--- config.mk ---
export PLATFORM = sky130hd
export DESIGN_NAME = multivariate_polynomial_evaluator_core
export DESIGN_NICKNAME = d
export VERILOG_FILES = /design/src/rtl/mpe_pkg.sv /design/src/rtl/mpe_sat_mul.sv /design/src/rtl/mpe_accum.sv /design/src/rtl/multivariate_polynomial_evaluator_core.sv
export VERILOG_INCLUDE_DIRS = /design/src /design/src/rtl
export SDC_FILE = /design/constraint.sdc
export NUM_CORES = 2
export LEC_CHECK = 0
export BUFFER_PORTS_ARGS = -buffer_cell sky130_fd_sc_hd__buf_2
export CORE_MARGIN = 10
export CORE_UTILIZATION = 50
export DETAILED_ROUTE_END_ITERATION = 10
export MAX_ROUTING_LAYER = met4
export PLACE_DENSITY_LB_ADDON = 0.25
export RECOVER_POWER = 50
export SLEW_MARGIN = 20
export SYNTH_ARGS = -nofsm -noshare
export SYNTH_HDL_FRONTEND = slang
export SYNTH_SLANG_ARGS = --single-unit
export TNS_END_PERCENT = 1
--- constraint.sdc ---
create_clock -name clk -period 15.3 [get_ports clk]
set_input_delay 3.06 -clock clk [delete_from_list [all_inputs] [get_ports clk]]
set_output_delay 3.06 -clock clk [all_outputs]
set_load 0.02 [all_outputs]
--- src/rtl/multivariate_polynomial_evaluator_core_defines.svh ---
// Assertion macros shared by the polynomial evaluator RTL.
// No dependencies; included by the files that carry checks.
`ifndef MULTIVARIATE_POLYNOMIAL_EVALUATOR_CORE_DEFINES_SVH
`define MULTIVARIATE_POLYNOMIAL_EVALUATOR_CORE_DEFINES_SVH

// Clocked check, masked while reset is low.
`define MPE_ASSERT(lbl, prop, msg) \
  lbl: assert property (@(posedge clk) disable iff (!rst_n) (prop)) else $error(msg);

// Clocked check that also runs during reset.
`define MPE_ASSERT_ALWAYS(lbl, prop, msg) \
  lbl: assert property (@(posedge clk) (prop)) else $error(msg);

`endif

--- src/rtl/mpe_pkg.sv ---
// Shared widths, codes and control structs for the polynomial evaluator.
// No dependencies.
`default_nettype none

package mpe_pkg;

  localparam int COEF_W = 16;
  localparam int BASE_W = 16;
  localparam int EXP_W  = 4;
  localparam int MAG_W  = 64;
  localparam int HALF_W = 32;
  localparam int PROD_W = HALF_W + BASE_W;
  localparam int FULL_W = MAG_W + BASE_W;
  localparam int CFG_IDX_W = 2;

  // Register indexes of the configuration port
  localparam logic [CFG_IDX_W-1:0] CFG_POINT_X = 2'd0;
  localparam logic [CFG_IDX_W-1:0] CFG_POINT_Y = 2'd1;
  localparam logic [CFG_IDX_W-1:0] CFG_POINT_Z = 2'd2;

  // Variable select codes
  localparam logic [1:0] SEL_X = 2'd0;
  localparam logic [1:0] SEL_Y = 2'd1;
  localparam logic [1:0] SEL_Z = 2'd2;

  localparam logic [MAG_W-1:0] LIMIT_POS = {1'b0, {(MAG_W-1){1'b1}}};
  localparam logic [MAG_W-1:0] LIMIT_NEG = {1'b1, {(MAG_W-1){1'b0}}};

  // Control of the shared multiplier
  typedef struct packed {
    logic load;  // load magnitude, clear overflow
    logic lo;    // low half product
    logic hi;    // high half product, combine and saturate
  } mul_ctrl_t;

  // Control of the accumulator
  typedef struct packed {
    logic valid;
    logic last;
    logic zero;
    logic neg;
  } acc_ctrl_t;

endpackage

`default_nettype wire

--- src/rtl/mpe_sat_mul.sv ---
// Shared saturating multiplier: 64-bit magnitude times 16-bit base in a low-half
// step and a high-half step on one 32x16 multiplier. Depends on mpe_pkg and the defines header.
`default_nettype none
`include "multivariate_polynomial_evaluator_core_defines.svh"

module mpe_sat_mul
  import mpe_pkg::*;
(
  input  wire logic              clk,
  input  wire logic              rst_n,
  input  wire mul_ctrl_t         ctrl_i,
  input  wire logic [MAG_W-1:0]  load_mag_i,
  input  wire logic [BASE_W-1:0] base_i,
  input  wire logic              neg_i,
  output logic      [MAG_W-1:0]  mag_o,
  output logic                   povf_o
);

  logic [MAG_W-1:0]  mag_r;
  logic [PROD_W-1:0] lo_r;
  logic              povf_r;
  logic [HALF_W-1:0] mul_a;
  logic [PROD_W-1:0] prod;
  logic [FULL_W-1:0] full;
  logic [MAG_W-1:0]  limit;
  logic              over;

  // One multiplier, operand half chosen by phase
  assign mul_a = ctrl_i.hi ? mag_r[MAG_W-1:HALF_W] : mag_r[HALF_W-1:0];
  assign prod  = PROD_W'(mul_a) * PROD_W'(base_i);

  // Recombine halves and clamp to the sign's limit
  assign full  = {prod, {HALF_W{1'b0}}} + {{(FULL_W-PROD_W){1'b0}}, lo_r};
  assign limit = neg_i ? LIMIT_NEG : LIMIT_POS;
  assign over  = full > {{BASE_W{1'b0}}, limit};

  always_ff @(posedge clk) begin
    if (ctrl_i.load) begin
      mag_r <= load_mag_i;
    end else if (ctrl_i.hi) begin
      mag_r <= over ? limit : full[MAG_W-1:0];
    end
    if (ctrl_i.lo) begin
      lo_r <= prod;
    end
  end

  // Sticky overflow for the current term
  always_ff @(posedge clk) begin
    if (!rst_n) begin
      povf_r <= 1'b0;
    end else if (ctrl_i.load) begin
      povf_r <= 1'b0;
    end else if (ctrl_i.hi && over) begin
      povf_r <= 1'b1;
    end
  end

  assign mag_o  = mag_r;
  assign povf_o = povf_r;

  `MPE_ASSERT(a_hi_after_lo, ctrl_i.hi |-> $past(ctrl_i.lo), "high half without low half")

endmodule

`default_nettype wire

--- src/rtl/mpe_accum.sv ---
// Saturating 64-bit running sum and result register.
// Depends on mpe_pkg and the defines header.
`default_nettype none
`include "multivariate_polynomial_evaluator_core_defines.svh"

module mpe_accum
  import mpe_pkg::*;
(
  input  wire logic             clk,
  input  wire logic             rst_n,
  input  wire acc_ctrl_t        acc_i,
  input  wire logic [MAG_W-1:0] mag_i,
  input  wire logic             povf_i,
  input  wire logic             out_ready,
  output logic                  out_valid,
  output logic signed [MAG_W-1:0] out_poly_value,
  output logic                  out_overflowed
);

  logic [MAG_W-1:0] sum_r;
  logic             ovf_seen_r;
  logic             out_valid_r;
  logic [MAG_W-1:0] poly_r;
  logic             ovfl_r;
  logic [MAG_W-1:0] term;
  logic [MAG_W:0]   sum_ext;
  logic             sum_ovf;
  logic [MAG_W-1:0] sum_nxt;
  logic             ovf_nxt;

  // Signed term; negating 2^63 gives the most negative value as needed
  always_comb begin
    if (acc_i.zero) begin
      term = '0;
    end else if (acc_i.neg) begin
      term = ~mag_i + MAG_W'(1);
    end else begin
      term = mag_i;
    end
  end

  // Saturating add
  assign sum_ext = {sum_r[MAG_W-1], sum_r} + {term[MAG_W-1], term};
  assign sum_ovf = sum_ext[MAG_W] != sum_ext[MAG_W-1];
  assign sum_nxt = sum_ovf ? (sum_ext[MAG_W] ? LIMIT_NEG : LIMIT_POS) : sum_ext[MAG_W-1:0];
  assign ovf_nxt = ovf_seen_r | sum_ovf | (povf_i & ~acc_i.zero);

  always_ff @(posedge clk) begin
    if (!rst_n) begin
      sum_r      <= '0;
      ovf_seen_r <= 1'b0;
    end else if (acc_i.valid) begin
      if (acc_i.last) begin
        sum_r      <= '0;
        ovf_seen_r <= 1'b0;
      end else begin
        sum_r      <= sum_nxt;
        ovf_seen_r <= ovf_nxt;
      end
    end
  end

  // Result word register
  always_ff @(posedge clk) begin
    if (!rst_n) begin
      out_valid_r <= 1'b0;
    end else if (acc_i.valid && acc_i.last) begin
      out_valid_r <= 1'b1;
    end else if (out_ready) begin
      out_valid_r <= 1'b0;
    end
  end

  always_ff @(posedge clk) begin
    if (acc_i.valid && acc_i.last) begin
      poly_r <= sum_nxt;
      ovfl_r <= ovf_nxt;
    end
  end

  assign out_valid      = out_valid_r;
  assign out_poly_value = signed'(poly_r);
  assign out_overflowed = ovfl_r;

  `MPE_ASSERT(a_no_overwrite,
              !(acc_i.valid && acc_i.last && out_valid_r && !out_ready),
              "result word overwritten before it was taken")
  `MPE_ASSERT(a_clear_after_last,
              (acc_i.valid && acc_i.last) |=> (sum_r == '0 && !ovf_seen_r && out_valid_r),
              "sum not cleared or result not posted after last term")

endmodule

`default_nettype wire

--- src/rtl/multivariate_polynomial_evaluator_core.sv ---
// Multivariate polynomial evaluator: top level, term sequencer and point registers.
// Depends on mpe_pkg, mpe_sat_mul, mpe_accum and the defines header.
//
// Usage:
//   Write point_x/y/z through cfg_we/cfg_index/cfg_data while idle; index 3
//   is ignored. Each input word on in_* is one term: coefficient, exponents
//   and a last-term flag. Exponents above MAX_EXPONENT are clamped.
//   Each term is multiplied out on one shared 32x16 multiplier: every factor
//   of a base takes a low-half step, then a high-half step with saturation.
//   in_ready is low while a term occupies the block. Terms with a zero factor
//   or with all exponents zero skip the multiplier. After the last term,
//   out_valid rises and the result word is held until out_ready. Non-last
//   terms keep flowing while a result waits; a last term waits in the
//   accumulate step until the result register is free.
//   Synchronous reset (rst_n low) clears the points, the running sum, the
//   overflow flag and the result valid flag.
`default_nettype none
`include "multivariate_polynomial_evaluator_core_defines.svh"

module multivariate_polynomial_evaluator_core
  import mpe_pkg::*;
#(
  parameter int MAX_EXPONENT = 15
) (
  input  wire logic                     clk,
  input  wire logic                     rst_n,
  // configuration
  input  wire logic                     cfg_we,
  input  wire logic [CFG_IDX_W-1:0]     cfg_index,
  input  wire logic [BASE_W-1:0]        cfg_data,
  // term input
  input  wire logic                     in_valid,
  output logic                          in_ready,
  input  wire logic signed [COEF_W-1:0] in_coefficient,
  input  wire logic [EXP_W-1:0]         in_exp_x,
  input  wire logic [EXP_W-1:0]         in_exp_y,
  input  wire logic [EXP_W-1:0]         in_exp_z,
  input  wire logic                     in_last_term,
  // result
  output logic                          out_valid,
  input  wire logic                     out_ready,
  output logic signed [MAG_W-1:0]       out_poly_value,
  output logic                          out_overflowed
);

  localparam logic [1:0] S_IDLE = 2'd0;
  localparam logic [1:0] S_LO   = 2'd1;
  localparam logic [1:0] S_HI   = 2'd2;
  localparam logic [1:0] S_ACC  = 2'd3;

  logic [1:0]        state_r, state_nxt;
  logic [1:0]        sel_r, sel_nxt;
  logic [EXP_W-1:0]  cnt_x_r, cnt_y_r, cnt_z_r;
  logic [EXP_W-1:0]  cnt_x_nxt, cnt_y_nxt, cnt_z_nxt;
  logic              last_r, zero_r, neg_r;
  logic [BASE_W-1:0] point_x_r, point_y_r, point_z_r;

  logic [EXP_W-1:0]  ex_c, ey_c, ez_c;
  logic [EXP_W-1:0]  dx, dy, dz;
  logic              zero_c, neg_c, in_fire, acc_go;
  logic [MAG_W-1:0]  coef_mag;
  logic [BASE_W-1:0] base;
  logic [MAG_W-1:0]  mag;
  logic              povf;
  mul_ctrl_t         mul_ctrl;
  acc_ctrl_t         acc_ctrl;

  function automatic logic [EXP_W-1:0] clamp_exp(input logic [EXP_W-1:0] e);
    clamp_exp = ({2'b00, e} > 6'(MAX_EXPONENT)) ? EXP_W'(MAX_EXPONENT) : e;
  endfunction

  function automatic logic [BASE_W-1:0] abs16(input logic [BASE_W-1:0] v);
    abs16 = v[BASE_W-1] ? (~v + BASE_W'(1)) : v;
  endfunction

  // First variable with factors still to apply, x before y before z
  function automatic logic [1:0] pick(input logic [EXP_W-1:0] cx,
                                      input logic [EXP_W-1:0] cy);
    if (cx != '0) begin
      pick = SEL_X;
    end else if (cy != '0) begin
      pick = SEL_Y;
    end else begin
      pick = SEL_Z;
    end
  endfunction

  // Point registers
  always_ff @(posedge clk) begin
    if (!rst_n) begin
      point_x_r <= '0;
      point_y_r <= '0;
      point_z_r <= '0;
    end else if (cfg_we) begin
      if (cfg_index == CFG_POINT_X) point_x_r <= cfg_data;
      if (cfg_index == CFG_POINT_Y) point_y_r <= cfg_data;
      if (cfg_index == CFG_POINT_Z) point_z_r <= cfg_data;
    end
  end

  // Term decode at acceptance
  assign in_ready = (state_r == S_IDLE);
  assign in_fire  = in_valid && in_ready;
  assign ex_c     = clamp_exp(in_exp_x);
  assign ey_c     = clamp_exp(in_exp_y);
  assign ez_c     = clamp_exp(in_exp_z);
  assign zero_c   = (in_coefficient == '0) ||
                    (point_x_r == '0 && ex_c != '0) ||
                    (point_y_r == '0 && ey_c != '0) ||
                    (point_z_r == '0 && ez_c != '0);
  assign neg_c    = in_coefficient[COEF_W-1] ^ (point_x_r[BASE_W-1] & ex_c[0]) ^
                    (point_y_r[BASE_W-1] & ey_c[0]) ^ (point_z_r[BASE_W-1] & ez_c[0]);
  assign coef_mag = {{(MAG_W-BASE_W){1'b0}}, abs16(in_coefficient)};

  // Counts after one factor of the selected variable
  assign dx = (sel_r == SEL_X) ? cnt_x_r - EXP_W'(1) : cnt_x_r;
  assign dy = (sel_r == SEL_Y) ? cnt_y_r - EXP_W'(1) : cnt_y_r;
  assign dz = (sel_r == SEL_Z) ? cnt_z_r - EXP_W'(1) : cnt_z_r;

  // Last term may only post when the result register is free
  assign acc_go = !(last_r && out_valid && !out_ready);

  // Sequencer
  always_comb begin
    state_nxt = state_r;
    sel_nxt   = sel_r;
    cnt_x_nxt = cnt_x_r;
    cnt_y_nxt = cnt_y_r;
    cnt_z_nxt = cnt_z_r;
    unique case (state_r)
      S_IDLE: begin
        if (in_fire) begin
          cnt_x_nxt = ex_c;
          cnt_y_nxt = ey_c;
          cnt_z_nxt = ez_c;
          sel_nxt   = pick(ex_c, ey_c);
          if (zero_c || (ex_c == '0 && ey_c == '0 && ez_c == '0)) begin
            state_nxt = S_ACC;
          end else begin
            state_nxt = S_LO;
          end
        end
      end
      S_LO: begin
        state_nxt = S_HI;
      end
      S_HI: begin
        cnt_x_nxt = dx;
        cnt_y_nxt = dy;
        cnt_z_nxt = dz;
        sel_nxt   = pick(dx, dy);
        if (dx == '0 && dy == '0 && dz == '0) begin
          state_nxt = S_ACC;
        end else begin
          state_nxt = S_LO;
        end
      end
      S_ACC: begin
        if (acc_go) begin
          state_nxt = S_IDLE;
        end
      end
      default: begin
        state_nxt = S_IDLE;
      end
    endcase
  end

  always_ff @(posedge clk) begin
    if (!rst_n) begin
      state_r <= S_IDLE;
      sel_r   <= SEL_X;
      cnt_x_r <= '0;
      cnt_y_r <= '0;
      cnt_z_r <= '0;
    end else begin
      state_r <= state_nxt;
      sel_r   <= sel_nxt;
      cnt_x_r <= cnt_x_nxt;
      cnt_y_r <= cnt_y_nxt;
      cnt_z_r <= cnt_z_nxt;
    end
  end

  always_ff @(posedge clk) begin
    if (in_fire) begin
      last_r <= in_last_term;
      zero_r <= zero_c;
      neg_r  <= neg_c;
    end
  end

  // Base magnitude for the current factor
  always_comb begin
    unique case (sel_r)
      SEL_X:   base = abs16(point_x_r);
      SEL_Y:   base = abs16(point_y_r);
      default: base = abs16(point_z_r);
    endcase
  end

  assign mul_ctrl.load = in_fire;
  assign mul_ctrl.lo   = (state_r == S_LO);
  assign mul_ctrl.hi   = (state_r == S_HI);

  assign acc_ctrl.valid = (state_r == S_ACC) && acc_go;
  assign acc_ctrl.last  = last_r;
  assign acc_ctrl.zero  = zero_r;
  assign acc_ctrl.neg   = neg_r;

  mpe_sat_mul u_mul (
    .clk        (clk),
    .rst_n      (rst_n),
    .ctrl_i     (mul_ctrl),
    .load_mag_i (coef_mag),
    .base_i     (base),
    .neg_i      (neg_r),
    .mag_o      (mag),
    .povf_o     (povf)
  );

  mpe_accum u_acc (
    .clk            (clk),
    .rst_n          (rst_n),
    .acc_i          (acc_ctrl),
    .mag_i          (mag),
    .povf_i         (povf),
    .out_ready      (out_ready),
    .out_valid      (out_valid),
    .out_poly_value (out_poly_value),
    .out_overflowed (out_overflowed)
  );

  `MPE_ASSERT(a_busy_after_accept, in_fire |=> !in_ready, "term accepted while busy")
  `MPE_ASSERT_ALWAYS(a_mul_idle_when_ready,
                     in_ready |-> (!mul_ctrl.lo && !mul_ctrl.hi && !acc_ctrl.valid),
                     "datapath active while ready for a term")

endmodule

`default_nettype wire

== After elaboration in Yosys (flattened, before gate mapping) ==
Cells that the tools add are included.
W data, S select, Z words.

* Flip-flop bits (word level): 311
* Bits in latches: 0
* RAM bits: 0
* Bits in read-only memories: 0
* Bits of input ports: 52
* Output and inout port bits: 67
* Word-level logic and storage cells: 142
* Memories: 0

* $add $sub $neg: 10
* Multipliers: 1
* Div/mod/pow operators: 0
* $lt $le $gt $ge: 1
* Eq/ne operators: 10
* Shift operators: 0
* Multiplexer cells: 38
* Bitwise logic cells: 16
* Reductions and logical operators: 46

{| class="wikitable"
|+ Operators with widths
! kind !! number
|-
| $mux W64 || 7
|-
| $mux W16 || 6
|-
| $add A80 B48 Y80 || 1
|-
| $gt A80 B64 Y1 || 1
|-
| $add A64 B64 Y65 || 1
|-
| $add A16 B1 Y16 const B || 4
|-
| $add A64 B1 Y64 const B || 1
|-
| $logic_not A16 Y1 || 4
|-
| $not A16 Y16 || 4
|-
| $not A64 Y64 || 1
|-
| $mul A32 B16 Y48 || 1
|-
| $mux W32 || 1
|-
| $pmux W16 S2 || 1
|-
| $logic_not A4 Y1 || 6
|-
| $mux W4 || 6
|-
| $pmux W4 S2 || 3
|-
| $reduce_bool A4 Y1 || 5
|-
| $mux W2 || 9
|-
| $logic_and A1 B1 Y1 || 13
|-
| $sub A4 B1 Y4 const B || 3
|-
| $reduce_and A2 Y1 || 5
|-
| $eq A2 B2 Y1 const B || 4
|-
| $pmux W2 S4 || 1
|-
| $eq A2 B1 Y1 const B || 3
|-
| other kinds (14) || 31
|}

== Depth between registers and ports, before layout ==
* Depth in word-level cells: 10
* Gate-level depth with buffers: 52
* Mapped depth without buffers: 48

== Cells and area by module ==
From an unflattened synthesis, not the netlist that was laid out.

* Cell total of the unflattened synthesis: 4592
* Area, all modules: 39561.7 um^2

{| class="wikitable"
|+ Modules (own cells, without submodules)
! module !! instances !! cells an instance !! area an instance (um^2) !! sequential area each (um^2)
|-
| mpe_sat_mul || 1 || 2752 || 24678.7 || 3383.2
|-
| mpe_accum || 1 || 1235 || 10257.3 || 3273.1
|-
| multivariate_polynomial_evaluator_core || 1 || 605 || 4625.7 || 1371.3
|}

== Least setup slack after synthesis ==
Ideal clock, no wire load.

* Path kind: register to register
* Start: reg point_x_r[8]
* End: reg u_mul.mag_r[10] (netlist: u_mul.mag_o[10]), data pin
* Setup time: 0.284 ns
* Arrival: 10.852 ns
* Data required time: 15.016 ns
* Setup slack: 4.164 ns
* Stages on the path, launching flop included: 41
* Path buffers: 5
* Period minus slack after synthesis: 11.136 ns
* Path through: dfxtp_1 > or4_1 > or4_1 > or4b_2 > a21oi_1 > a21o_1 > clkbuf_1 > clkbuf_1 > nand2_1 > fa_1 > fa_1 > inv_1 > fa_1 > fa_1 > fa_1 > inv_1 > fa_1 > inv_1 > [5 not listed] > a211oi_2 > and4_1 > nand4_1 > or4_1 > nor2_1 > xnor2_1 > inv_1 > ha_1 > nand4_1 > nor4_1 > o21ai_0 > o2111ai_1 > a2bb2oi_1 > and4_1 > buf_2 > a311oi_1 > clkbuf_1 > a221oi_1

* Longest elaborated chain between the ends: 10

{| class="wikitable"
|+ Ends and longest elaborated chain
! element !! RTL line !! text
|-
| start: declaration || multivariate_polynomial_evaluator_core.sv:56 || <nowiki>logic [BASE_W-1:0] point_x_r, point_y_r, point_z_r;</nowiki>
|-
| start signal: assignment || multivariate_polynomial_evaluator_core.sv:95 || <nowiki>if (cfg_index == CFG_POINT_X) point_x_r <= cfg_data;</nowiki>
|-
| $not A16 Y16 || multivariate_polynomial_evaluator_core.sv:73 || <nowiki>abs16 = v[BASE_W-1] ? (~v + BASE_W'(1)) : v;</nowiki>
|-
| $add A16 B1 Y16 || multivariate_polynomial_evaluator_core.sv:73 ||
|-
| $mux W16 (*) || multivariate_polynomial_evaluator_core.sv:73 ||
|-
| $pmux W16 S2 (*) || multivariate_polynomial_evaluator_core.sv:195 || <nowiki>unique case (sel_r)</nowiki>
|-
| $mul A32 B16 Y48 (*) || mpe_sat_mul.sv:30 || <nowiki>assign prod = PROD_W'(mul_a) * PROD_W'(base_i);</nowiki>
|-
| net u_mul.prod[16] || mpe_sat_mul.sv:23 || <nowiki>logic [PROD_W-1:0] prod;</nowiki>
|-
| $add A80 B48 Y80 (*) || mpe_sat_mul.sv:33 || <nowiki>assign full = {prod, {HALF_W{1'b0}}} + {{(FULL_W-PROD_W){1'b0}}, lo_r};</nowiki>
|-
| $gt A80 B64 Y1 (*) || mpe_sat_mul.sv:35 || <nowiki>assign over = full > {{BASE_W{1'b0}}, limit};</nowiki>
|-
| $mux W64 (*) || mpe_sat_mul.sv:41 || <nowiki>mag_r <= over ? limit : full[MAG_W-1:0];</nowiki>
|-
| $mux W16 (*) || mpe_sat_mul.sv:40 || <nowiki>end else if (ctrl_i.hi) begin</nowiki>
|-
| $mux W16 (*) || mpe_sat_mul.sv:38 || <nowiki>if (ctrl_i.load) begin</nowiki>
|-
| end signal: assignment || mpe_sat_mul.sv:39 || <nowiki>mag_r <= load_mag_i;</nowiki>
|-
| end signal: assignment || mpe_sat_mul.sv:41 ||
|-
| end: declaration || mpe_sat_mul.sv:19 || <nowiki>logic [MAG_W-1:0] mag_r;</nowiki>
|}

Mark *: on every way through the listed nets, which the timed path passes. The rest lies on a longest branch. The select of a mux whose other input is x is not followed.
A chain may end at the register's enable or synchronous reset.

== Worst setup path after layout ==
* Start: reg point_x_r[8]
* End: reg u_mul.mag_r[12] (netlist: u_mul.mag_o[12]), data pin

Same word-level chain as after synthesis.

==> summary.md <==
| Metric | Value |
|---|---|
| Outcome | complete, but fails checks |
| Failing checks | max-capacitance violations, max-slew violations |
| Crit start category | flop |
| Post-CTS setup buffer count | 0 |
| Yosys reg bits | roughly 310 |
| Worst Setup Path Type | flop to flop |
| Final hold violations | 0 |
| CP peak stage delay | between 0.8 and 0.9 ns |
| Initial antenna violation count | 1 |
| # DRC | 0 |
| All-Layer GR Usage | between 20% and 30% |
| Met1 WL | about 49000 um |
| Distinct cells, synth | 86 |
| CP endpoint kind | flop |
| Most common cell on crit path | fa_1 |
| Ys async rst share | 0% |
| Detail Route Antenna Nets | 0 |
| RR Endpoint | u_mul.mag_o[12] |
| Tmin final | roughly 13 ns |
| Setup Total Neg Slack | 0 ns |
| Req. time, crit path | between 15 and 20 ns |
| Slew Viols, Final | 190 |
| Post-detail-place hpwl | approximately 89000 um |
| Share of the synthesized area in the top cell type | 21.83% |
| Post_cts resized | 0 |
| Syn avg cell area | between 8 and 9 um^2 |
| Via count | between 30000 and 40000 |
| Adder-cell area share of the yosys netlist | ~31% |
| Vias in the first global route | 32740 |
| Mux cell area share after synthesis | 0.5976% |
| Gr ovfl total | 0 |
| Mapped Cells | between 4000 and 5000 |
| Post-synth EDFFs | around 130 |
| Critical path's slowest cell | nor3_2 |
| Final WL | around 110000 um |
| I/O pin cnt | about 120 |
| Clock Latency Late Sink | approximately 0.57 ns |
| Die Span Y | ~300 um |
| Row count | a little over 100 |
| TritonCTS clock tree | built |
| Drt wl/cell | 20.18 um |
| Placed inst area | about 40000 um^2 |
| Clock slew at reported path FFs | ~0.060 ns |
| Slew Limit Headroom | -119.9% |
| Clock tree root buffer cell | clkbuf_16 |
| WL met3 | around 8100 um |
| Crit path capture | u_mul.mag_o[12] |
| Share of cells above drive strength 1 | 4.462% |
| Gpl congestion | between 0.9 and 1 |
| Least-Margin Pin Slew | between 3 and 4 ns |
| Initial Util | 50.55% |
| Reg-to-reg slack, setup | around 2.5 ns |
| Skew final | about 0.027 ns |
| DR top layer | met4 |
| Layout area overhead | 6.671% |
| Vias/cell | approximately 5.8 |
| Yosys warnings | 0 |
| # hold bufs at CTS | 0 |
| CTS H-Tree Depth | 2 |
| Routed wl met2 | 52320 um |
| Cell Area, Synth | just under 40000 um^2 |
| Worst r2r src | point_x_r[8] |
| Register area share after synthesis | about a fifth |
| Clock buffer depth | 3 |
| Pre-antenna DRT Iters | 5 |
| Min-Delay Path Class | flop to flop |
| Path depth of the worst reg2reg path | 35 |
| Synth area leaders | fa_1, edfxtp_1, dfxtp_1 |
| FMAX | roughly 78 MHz |
| Critical Path Fanout Max | 33 |
| Critical Path Source | point_x_r[8] |
| Commonest cells post-synth | nand2_1, inv_1, fa_1, nor2_1, ha_1 |
| First-pass GRT wire length | roughly 180000 um |
| Final nets | 5357 |
| Synth Net Count | 5409 |
| Synth Area in Compound Gates | between 15 and 20% |
| Die width | slightly below 300 um |
| Largest net degree at the start of global routing | 85 |
| Core area | 76200 um^2 |
| CTS buffer count | 35 |
| Final Cycle Share | 83.59% |
| 1st-iter DRT viols | 2689 |
| Cell taking the most area after synthesis | fa_1 |
| Max_cap viols | 3 |
| Post-synth top flop | dfxtp_1 |
| Worst endpoint data arrival time | approximately 13 ns |
| Final instance area | 41090 um^2 |
| Synth Area in XOR/XNOR | 5.343% |
| RSZ-0062 raised after global routing | false |
| Die area | around 89000 um^2 |
| Count leader, synth | nand2_1 |
| Final setup vio count | 0 |
| CTS sink count | just over 300 |
| PortBufs | approximately 120 |
| Largest family of logic cells by synthesized area | adder cells |
| Simple-gate portion of the synthesized area | roughly 20% |
## worst max-delay path: cells and delay by family, from the launching register on
kind                     cells  cell delay, ns
AND/OR/NAND/NOR             15            5.13
buffers and inverters        5            0.50
AO/OA/AOI/OAI                5            1.77
flip-flops                   1            0.36
XOR/XNOR                     2            0.64
adder cells (fa/ha/maj)      8            3.94
## metrics by stage
stage | setup slack [ns] | util (%) | std cells | hold slack (ns)
floorplan | 4.164 | - | 4665 | 0.4315
global placement | 2.909 | 52.45 | 5605 | 0.4427
detailed placement | 2.654 | 52.46 | 5606 | 0.4495
CTS | 2.617 | 54.05 | 5669 | 0.4671
global route | 1.493 | 53.92 | 5669 | 0.4793
finish | 2.510 | 53.93 | 5670 | 0.4625
## kinds of logic (layout without fill, tap and decap cells)
logic type,Yosys count,after routing
simple gates,1659,1659
compound gates,893,893
buf+inv,831,805
fa+ha+maj,713,713
flops,311,311
xor+xnor,235,235
mux,23,23
other cells,0,1
## layout make-up
type / count / area (um^2)
antenna: 1 / 2.502
clock buffer: 44 / 991.0
clock inverter: 19 / 222.7
fill: 7207 / 35110
inverter: 587 / 2203
multi-input combinational: 3523 / 28060
sequential: 311 / 7548
tap: 1030 / 1289
timing repair buffer: 155 / 778.2
## layout by cell type (no fill, tap or decap), drive strengths merged, types with 123 or more instances in the layout
cell type,instances
ha,272
inv,589
a21oi,173
nand2,764
nor2,403
edfxtp,132
o21ai,206
a21o,123
dfxtp,179
xor2,126
fa,420
## how the worst min path moves through the flow
stage	from	end	slack, ns	cells past startpoint
after floorplan	u_acc.sum_r[0]	u_acc.sum_r[0]	0.43	2
after global placement	u_acc.sum_r[32]	u_acc.sum_r[32]	0.44	2
after detailed placement	u_acc.sum_r[15]	u_acc.sum_r[15]	0.45	1
after CTS	u_acc.sum_r[15]	u_acc.sum_r[15]	0.47	1
after global routing	u_acc.sum_r[37]	u_acc.sum_r[37]	0.48	2
final	u_acc.sum_r[15]	u_acc.sum_r[15]	0.46	1
## layer usage
layer  vias up  global-route usage, %
met5         -                      -
met4         0                  9.106
met3       213                  3.601
met2      1222                  41.56
met1     16090                  34.54
li1      15480                      -
## flip-flops by register name, summed over array words and instances (netlist names)
register / cells
point_z_r: 16
u_mul.mag_o: 64
point_y_r: 16
u_mul.povf_o: 1
u_acc.ovf_seen_r: 1
last_r: 1
u_acc.sum_r: 64
u_mul.lo_r: 48
u_acc.out_valid: 1
point_x_r: 16
sel_r: 2
neg_r: 1
u_acc.out_overflowed: 1
u_acc.out_poly_value: 64
state_r: 2
cnt_x_r: 4
cnt_y_r: 4
zero_r: 1
cnt_z_r: 4
Power is not shown: default switching activity piles up to over one toggle a cycle in this logic, so the estimate is an artifact.
